<file path="src/rtl/prq_pkg.sv">
// types, codes and defaults shared by the priority ordered task queue
package prq_pkg;

  localparam int unsigned QUEUE_DEPTH_DEF = 64;

  typedef enum logic [1:0] {
    OP_INSERT = 2'd0,
    OP_POP    = 2'd1,
    OP_FIND   = 2'd2,
    OP_REMOVE = 2'd3
  } opcode_t;

  typedef enum logic [1:0] {
    STAT_OK        = 2'd0,
    STAT_EMPTY     = 2'd1,
    STAT_FULL      = 2'd2,
    STAT_NOT_FOUND = 2'd3
  } status_t;

  typedef struct packed {
    opcode_t     opcode;
    logic [15:0] task_id;
    logic [15:0] priority_req;
    logic [31:0] payload;
  } req_t;

  typedef struct packed {
    status_t     status;
    logic [15:0] out_task_id;
    logic [15:0] out_priority;
    logic [31:0] out_payload;
    logic [6:0]  entry_count;
  } rsp_t;

  typedef struct packed {
    logic [15:0] task_id;
    logic [15:0] prio;
    logic [31:0] payload;
  } entry_t;

  typedef struct packed {
    logic load_new;
    logic from_prev;
    logic from_next;
  } cell_ctl_t;

endpackage

</file>
<file path="src/rtl/prq_cell.sv">
// one slot of the sorted chain: holds an entry, compares it and shifts to either neighbour
module prq_cell import prq_pkg::*; (
  input  logic        clk,
  input  logic        cap,
  input  logic        valid,
  input  logic [15:0] req_id,
  input  logic [15:0] req_pri,
  input  cell_ctl_t   ctl,
  input  entry_t      new_ent,
  input  entry_t      prev_ent,
  input  entry_t      next_ent,
  output entry_t      ent,
  output logic        displace,
  output logic        hit
);

  always_ff @(posedge clk) begin
    if (cap) begin
      displace <= !valid || (req_pri > ent.prio);
      hit      <= valid && (ent.task_id == req_id);
    end
    if (ctl.load_new) begin
      ent <= new_ent;
    end else if (ctl.from_prev) begin
      ent <= prev_ent;
    end else if (ctl.from_next) begin
      ent <= next_ent;
    end
  end

endmodule
</file>
<file path="config.mk">
export PLATFORM = sky130hd
export DESIGN_NAME = prq_cell
export DESIGN_NICKNAME = d
export VERILOG_FILES = /design/src/rtl/prq_pkg.sv /design/src/rtl/prq_cell.sv
export SDC_FILE = /design/constraint.sdc
export NUM_CORES = 1
export LEC_CHECK = 0
export BUFFER_PORTS_ARGS = -buffer_cell sky130_fd_sc_hd__buf_2
export CORE_AREA = 2 2 116 118
export DETAILED_ROUTE_END_ITERATION = 12
export DIE_AREA = 0 0 118 120
export HOLD_SLACK_MARGIN = 0.02
export SETUP_SLACK_MARGIN = 0.2
export SLEW_MARGIN = 20
export SYNTH_ARGS = -nofsm -noshare
export SYNTH_HDL_FRONTEND = slang
export SYNTH_SLANG_ARGS = --single-unit
export TNS_END_PERCENT = 20
</file>
<file path="constraint.sdc">
create_clock -name clk -period 4.3 [get_ports clk]
set_clock_uncertainty 0.15 [all_clocks]
set_input_delay 0.43 -clock clk [delete_from_list [all_inputs] [get_ports clk]]
set_output_delay 0.43 -clock clk [all_outputs]
set_load 0.05 [all_outputs]
</file>
## Yosys cells after proc, flatten, opt, wreduce, memory -nomap -nowiden

Cells that the tools add are included.

- Output and inout port bits: 66
- Memory bits (read-only): 0
- Input port bits: 230
- Latch bits: 0
- Memory bits (writable): 0
- Word-level logic and storage cells: 14
- Memories: 0
- Register bits after elaboration: 66

- Reductions and logical operators: 4
- Mux-type cells: 3
- Eq/ne operators: 1
- Shift-type cells: 0
- Add/sub/neg operators: 0
- Bitwise logic cells: 0
- $lt $le $gt $ge: 1
- Multiply operators: 0
- Div/mod/pow operators: 0

Operators by type and width:

| cell | number |
|---|---|
| 64-bit 2-to-1 mux | 3 |
| 16-bit == test | 1 |
| 16-bit > comparator | 1 |
| 3-bit nonzero test | 1 |
| 1-bit logical AND | 1 |
| 1-bit logical NOT | 1 |
| 1-bit logical OR | 1 |

## Logic depth before layout (Yosys ltp)

Gate-level depths: netlist (run 1).

- Word-level depth: 3
- Gate-level depth with buffers: 6
- Depth with buffers taken out: 6

## Worst setup path before layout (run 1)

OpenSTA, ideal clock, no wires.

- Path type: input to register
- Start point: in ctl[1] (netlist name)
- End point: reg ent[0] (netlist name) (enable)
- Setup time: 0.425 ns
- Path slack: 1.673 ns
- Arrival time: 2.052 ns
- Data required time: 3.725 ns
- Buffers on the path: 1
- Stages: 2
- Path through: buf_4 > or3_1

- Longest elaborated chain between the ends: 1

Ends and longest elaborated chain:

| item | RTL line | text |
|---|---|---|
| start: declaration | prq_cell.sv:8 | `input cell_ctl_t ctl,` |
| 3-bit nonzero test (no line) | -- |  |
| end signal: assignment | prq_cell.sv:23 | `ent <= new_ent;` |
| end signal: assignment | prq_cell.sv:25 | `ent <= prev_ent;` |
| end signal: assignment | prq_cell.sv:27 | `ent <= next_ent;` |
| end: declaration | prq_cell.sv:12 | `output entry_t ent,` |

No other way between the ends.
A chain may end at the register's enable or synchronous reset.

## Final worst setup path (run 1)

- Start point: in ctl[1] (netlist name)
- End point: reg ent[4] (netlist name) (enable)

Same word-level chain as after synthesis.

==> flow_summary.ini, run 1 <==
[floorplan]
fp.dieW_microns = 118
die_area_sq_um = 14200
io-pin-count = 296
start_util = 0.301
die_h_microns = 120
rows = 42
design.core.area_sq_um = 13000

[synth]
yosys-top-cells-area = sky130_fd_sc_hd__edfxtp_1, sky130_fd_sc_hd__mux2i_1, sky130_fd_sc_hd__o21ai_0
synthDistinctLibCells = 28
synth.net_count = 604
seq_area_frac_synth = 0.507
synthesized_netlist_cell_count = 358
post_synthesis_cell_type_with_the_largest_combined_area = sky130_fd_sc_hd__edfxtp_1
yosys_warnings = 0
syn-cell-area_sq_um = 3910
synth-seq-cells = 66
synth.avg_cell_area_sq_um = 10.9
synth.top_cell.area_share = 0.507

[power]
ir_drop_v = 0.000206
static_leakage_nw = 2.93
sw_frac_of_total = 0.329
clockPowerShare = 0.325
power_report.internal_total_w = 0.00145
power_density_nw_per_um2 = 373
total_switching_power_w = 0.000712
share_seq_of_total_power = 0.382
pwr-share-comb = 0.293

[global_route]
grt_use_met3 = 0.0433
groute.layer.met2.usage = 0.291
global_route_wire_length_before_repair_microns = 17500
first_global_vias = 3740
antenna_violations_before_repair = 0
groute.usage.overall = 0.159
global_route.overflow_total = 0
grt_max_degree = 129
grt.busiest_layer = met2
grt_util_met1 = 0.172

[placement]
place.port_buffers = 295
place_inst = 811
place.gp.congestion = 0.832
detailedPlacementHpwl_microns = 9270

[timing]
fin_hold_ws_ns = 0.190
max_slew_violations = 0
timing.max_slew.rel_slack = 0.311
report.final.hold_viol_count = 0
post-route-period-util = 0.528
tightest_slew_ns = 1.03
finalWorstPathRequiredPeriod_ns = 2.27
setup_viol = 0
fmaxAchievable_mhz = 441
tns_ns = 0
rsz0062_at_grt = false

[route]
drt_via_density = 4.44
wl_microns = 11400
detail_route.wl_per_cell_microns = 13.8
drt-pass1-iter-count = 4
via_count = 3675
initialDrtViolationCount = 117
drcViolationCount = 0
postRouteAntennaNets = 0

[clock_network]
htreeDepth = 3
cts.repair_timing.setup_buffer_count = 0
tritoncts = yes
cts_root_buffer = sky130_fd_sc_hd__clkbuf_16
clk_pin_slew_ns = 0.06
post_cts_hold_buffer_count = 0
ctsResizeCount = 0
cts.sinks = 66
cts_buffer_depth = 2
cts_buffers = 9
clkLatencyLatePin_ns = 0.33

[finish]
layout-drive-gt1-share = 0.482
antenna_cells = 0
fin_util = 0.447
fin_nets = 892
mostFrequentLayoutCell = sky130_fd_sc_hd__buf_2
fin_cells = 827
fillerInstances = 1288
most_frequent_cells_in_the_layout = sky130_fd_sc_hd__buf_2, sky130_fd_sc_hd__nand2_1, sky130_fd_sc_hd__edfxtp_1
layout_stage_area_growth_over_the_synthesis_result_pct = 48.4

[critical_path]
worst-setup-path-type = input pin to register
cp_data_arrival_time_ns = 2.09
critPathMaxFanout = 34
required_ns = 4.12
endpoint_kind = register
start_kind = input pin

[outcome]
outcome = completed

[flow_run]
maxCapViolCount = 0

[worst_hold_path]
min_path_type = input pin to register
-- per-stage QoR --
stage	cell area (sq um)	power (W)	worst slack (ns)
final	5800	0.00216	2.03
after global routing	5800	0.00227	1.86
after CTS	5800	0.00219	1.99
after detailed placement	5510	0.00148	1.64
after global placement	5510	0.00147	1.69
after floorplan	3910	0.00126	1.67
-- cell families after synthesis --
family | synth area share
flops | 0.507
fa+ha+maj | 0.0512
buf+inv | 0.0480
mux | 0.164
simple gates | 0.0884
compound gates | 0.105
xor+xnor | 0.0359
-- cell usage after synthesis --
cell / n
sky130_fd_sc_hd__o211ai_1: 1
sky130_fd_sc_hd__a21oi_1: 4
sky130_fd_sc_hd__nor4_2: 1
sky130_fd_sc_hd__buf_1: 2
sky130_fd_sc_hd__xor2_1: 4
sky130_fd_sc_hd__edfxtp_1: 66
sky130_fd_sc_hd__o2111ai_1: 1
sky130_fd_sc_hd__and3_1: 2
sky130_fd_sc_hd__buf_4: 1
sky130_fd_sc_hd__a21o_1: 2
sky130_fd_sc_hd__ha_1: 16
sky130_fd_sc_hd__nor4_1: 1
sky130_fd_sc_hd__nand4_1: 7
sky130_fd_sc_hd__a41o_1: 1
sky130_fd_sc_hd__o31a_1: 1
sky130_fd_sc_hd__clkbuf_1: 10
sky130_fd_sc_hd__mux2i_1: 64
sky130_fd_sc_hd__nand2_1: 66
sky130_fd_sc_hd__nor3_1: 2
sky130_fd_sc_hd__buf_2: 3
sky130_fd_sc_hd__o21a_1: 1
sky130_fd_sc_hd__or3_1: 1
sky130_fd_sc_hd__inv_1: 17
sky130_fd_sc_hd__a21boi_0: 1
sky130_fd_sc_hd__xnor2_1: 12
sky130_fd_sc_hd__nor2b_1: 1
sky130_fd_sc_hd__o21ai_0: 65
sky130_fd_sc_hd__buf_6: 5
-- final timing paths --
path	slack (ns)	depth (start not counted)	start	endpoint
setup / recovery	2.03	3	ctl[1]	ent[4]$_DFFE_PP_
hold / removal	0.19	1	cap	displace$_DFFE_PP_
setup reg to reg	2.36	6	ent[46]$_DFFE_PP_	displace$_DFFE_PP_
hold reg to reg	0.56	3	ent[55]$_DFFE_PP_	hit$_DFFE_PP_
-- metal layers --
metal / part of all wire / up-vias
li1: - / 1873
met1: 0.39 / 1623
met2: 0.52 / 164
met3: 0.078 / 15
met4: 0.020 / 0
met5: 0 / -
-- power groups by stage --
| stage | registers, W | clock network, W | logic (W) |
|---|---|---|---|
| after floorplan | 0.00110 | 0 | 0.000165 |
| after global placement | 0.000838 | 0 | 0.000629 |
| after detailed placement | 0.000839 | 0 | 0.000640 |
| after CTS | 0.000827 | 0.000722 | 0.000641 |
| after global routing | 0.000833 | 0.000757 | 0.000681 |
| final | 0.000826 | 0.000702 | 0.000633 |
-- sequential cells by signal, summed over array words and instances, names as in the netlist --
signal,count
displace,1
hit,1
ent,64
-- layout make-up --
class | instances | area [sq um] | share of cell area
Multi-Input combinational cell | 254 | 1740 | 0.300
Inverter | 17 | 63.8 | 0.0110
Clock inverter | 5 | 55.1 | 0.00950
Tap cell | 176 | 220 | 0.0380
Sequential cell | 66 | 1980 | 0.342
Clock buffer | 11 | 233 | 0.0402
Timing Repair Buffer | 298 | 1500 | 0.259
-- worst max-delay path: stages --
cell	delay, ns
sky130_fd_sc_hd__buf_4	0.40
sky130_fd_sc_hd__or3_2	0.71
sky130_fd_sc_hd__buf_4	0.51
Note: power is estimated with default switching activity, not from simulation.
==> run 2, diff against run 1 <==
--- a/config.mk
+++ b/config.mk
@@ -6,10 +6,11 @@
 export NUM_CORES = 1
 export LEC_CHECK = 0
 export BUFFER_PORTS_ARGS = -buffer_cell sky130_fd_sc_hd__buf_2
-export CORE_AREA = 2 2 116 118
+export CORE_AREA = 2 2 113 115
 export DETAILED_ROUTE_END_ITERATION = 12
-export DIE_AREA = 0 0 118 120
+export DIE_AREA = 0 0 115 117
 export HOLD_SLACK_MARGIN = 0.02
+export PLACE_DENSITY = 0.66
 export SETUP_SLACK_MARGIN = 0.2
 export SLEW_MARGIN = 20
 export SYNTH_ARGS = -nofsm -noshare
==> constraint.sdc (replaced) <==
create_clock -name clk -period 2.3 [get_ports clk]
set_clock_uncertainty 0.15 [all_clocks]
set_input_delay 0.23 -clock clk [delete_from_list [all_inputs] [get_ports clk]]
set_output_delay 0.23 -clock clk [all_outputs]
set_load 0.05 [all_outputs]
==> run 2 against run 1 <==
Against the previous run:
- critical path depth is 3 higher
- clock power increased by 97%
- power is 90% higher
- die area is 5.0% lower
- clock-buffer cell count is the same
- wire length down 5.7%
- first-iteration DRC count fell by 29%
- setup slack got worse by 1.5 ns
- final cell count decreased by 3.1%
- non-clock buffer count rose by 1
- via count rose by 1.1%
==> flow_summary.ini, run 2 (synthesis gave the netlist of run 1 again) <==
[outcome]
outcome = completed

[timing]
tightest_slew_ns = 0.549
tns_ns = 0
setup_viol = 0
fin_hold_ws_ns = 0.0417
post-route-period-util = 0.777
timing.max_slew.rel_slack = 0.634
fmaxAchievable_mhz = 560
finalWorstPathRequiredPeriod_ns = 1.79
max_slew_violations = 0
rsz0062_at_grt = false
report.final.hold_viol_count = 0

[floorplan]
design.core.area_sq_um = 12300
io-pin-count = 296
die_h_microns = 117
die_area_sq_um = 13500
rows = 41
fp.dieW_microns = 115
start_util = 0.317

[global_route]
antenna_violations_before_repair = 0
global_route.overflow_total = 0
global_route_wire_length_before_repair_microns = 15700
groute.usage.overall = 0.151
grt_max_degree = 129
first_global_vias = 3572

[finish]
registers_with_the_most_flip_flops = ent: 64 flops, displace: 1 flops, hit: 1 flops
post-route-cell-area_sq_um = 5820
fin_cells = 801
most_frequent_cells_in_the_layout = sky130_fd_sc_hd__buf_2, sky130_fd_sc_hd__nand2_1, sky130_fd_sc_hd__edfxtp_1
mostFrequentLayoutCell = sky130_fd_sc_hd__buf_2
layout-drive-gt1-share = 0.478
multi_input_comb_area_sq_um = 1740
fin_nets = 893
top_register_by_number_of_flip_flops = ent
antenna_cells = 0
seq_area_sq_um = 1980
max_ffs_per_register = 64
layout_stage_area_growth_over_the_synthesis_result_pct = 49.1
fillerInstances = 1154

[clock_network]
cts_buffers = 9
post_cts_hold_buffer_count = 1
cts.sinks = 66
htreeDepth = 3
clkLatencyLatePin_ns = 0.32
ctsResizeCount = 0
clk_pin_slew_ns = 0.05
tritoncts = yes
cts_root_buffer = sky130_fd_sc_hd__clkbuf_16
cts_buffer_depth = 2
cts.repair_timing.setup_buffer_count = 0

[critical_path]
start_kind = register
critPathMaxFanout = 3
endpoint_kind = register
required_ns = 2.22
worst-setup-path-type = register to register
cp_data_arrival_time_ns = 1.70

[route]
drcViolationCount = 0
drt_via_density = 4.64
postRouteAntennaNets = 0
wl_microns = 10800
initialDrtViolationCount = 83
via_count = 3716
drt-pass1-iter-count = 4
detail_route.wl_per_cell_microns = 13.5

[power]
power_density_nw_per_um2 = 706
power.total_w = 0.00411
static_leakage_nw = 2.96
ir_drop_v = 0.000280

[placement]
post_dp_cell_area_sq_um = 5510
place.gp.congestion = 0.803
detailedPlacementHpwl_microns = 8840
place_inst = 785
place.port_buffers = 295

[worst_hold_path]
min_path_type = input pin to register

[flow_run]
maxCapViolCount = 0
==> run 2: changes by cell type in the layout (fill, tap and decap cells not counted) <==
cell and change:
sky130_fd_sc_hd__clkinv_1 +2, sky130_fd_sc_hd__buf_12 +3, sky130_fd_sc_hd__buf_4 -3, sky130_fd_sc_hd__bufinv_16 +1
sky130_fd_sc_hd__clkinvlp_4 -2, sky130_fd_sc_hd__dlygate4sd3_1 +1, sky130_fd_sc_hd__clkinv_2 -2
==> run 2: layout make-up <==
type	count	share of cell area
tap	150	0.0322
clock inverter	4	0.0116
timing repair buffer	299	0.266
multi-input combinational	254	0.298
clock buffer	11	0.0400
sequential	66	0.340
inverter	17	0.0110
==> run 2: where the power goes <==
part           leakage (nW)  internal, W  switching, W  total (W)
Sequential            0.697      0.00149     0.0000589    0.00155
Clock                 0.145     0.000935      0.000447    0.00138
Combinational          2.12     0.000394      0.000792    0.00119
==> run 2: worst max-delay path: stages, from the launching register on <==
cell and delay [ns]:
sky130_fd_sc_hd__edfxtp_1 0.38, sky130_fd_sc_hd__inv_1 0.07, sky130_fd_sc_hd__ha_1 0.24, sky130_fd_sc_hd__and3_1 0.17, sky130_fd_sc_hd__o21ai_0 0.16, sky130_fd_sc_hd__o2111ai_1 0.13
sky130_fd_sc_hd__o31a_1 0.25
==> run 2: path summary, 6_finish.rpt <==
check                          from                  to  depth (start not counted)  slack [ns]
hold / removal          new_ent[23]   ent[23]$_DFFE_PP_                          3        0.04
setup / recovery  ent[46]$_DFFE_PP_  displace$_DFFE_PP_                          6        0.51
setup reg to reg  ent[46]$_DFFE_PP_  displace$_DFFE_PP_                          6        0.51
hold reg to reg   ent[55]$_DFFE_PP_       hit$_DFFE_PP_                          3        0.56
==> run 2: routing by layer <==
metal / track usage / wire length (microns) / vias up
li1: - / - / 1879
met1: 0.155 / 3990 / 1644
met2: 0.284 / 5690 / 172
met3: 0.0360 / 826 / 21
met4: 0.0795 / 278 / 0
met5: 0 / 0 / -
==> run 2: through the flow <==
step / worst slack, ns / util
floorplan: 0.240 / -
CTS: 0.493 / 0.473
global placement: 0.520 / 0.448
finish: 0.513 / 0.473
global route: 0.376 / 0.473
detailed placement: 0.480 / 0.448
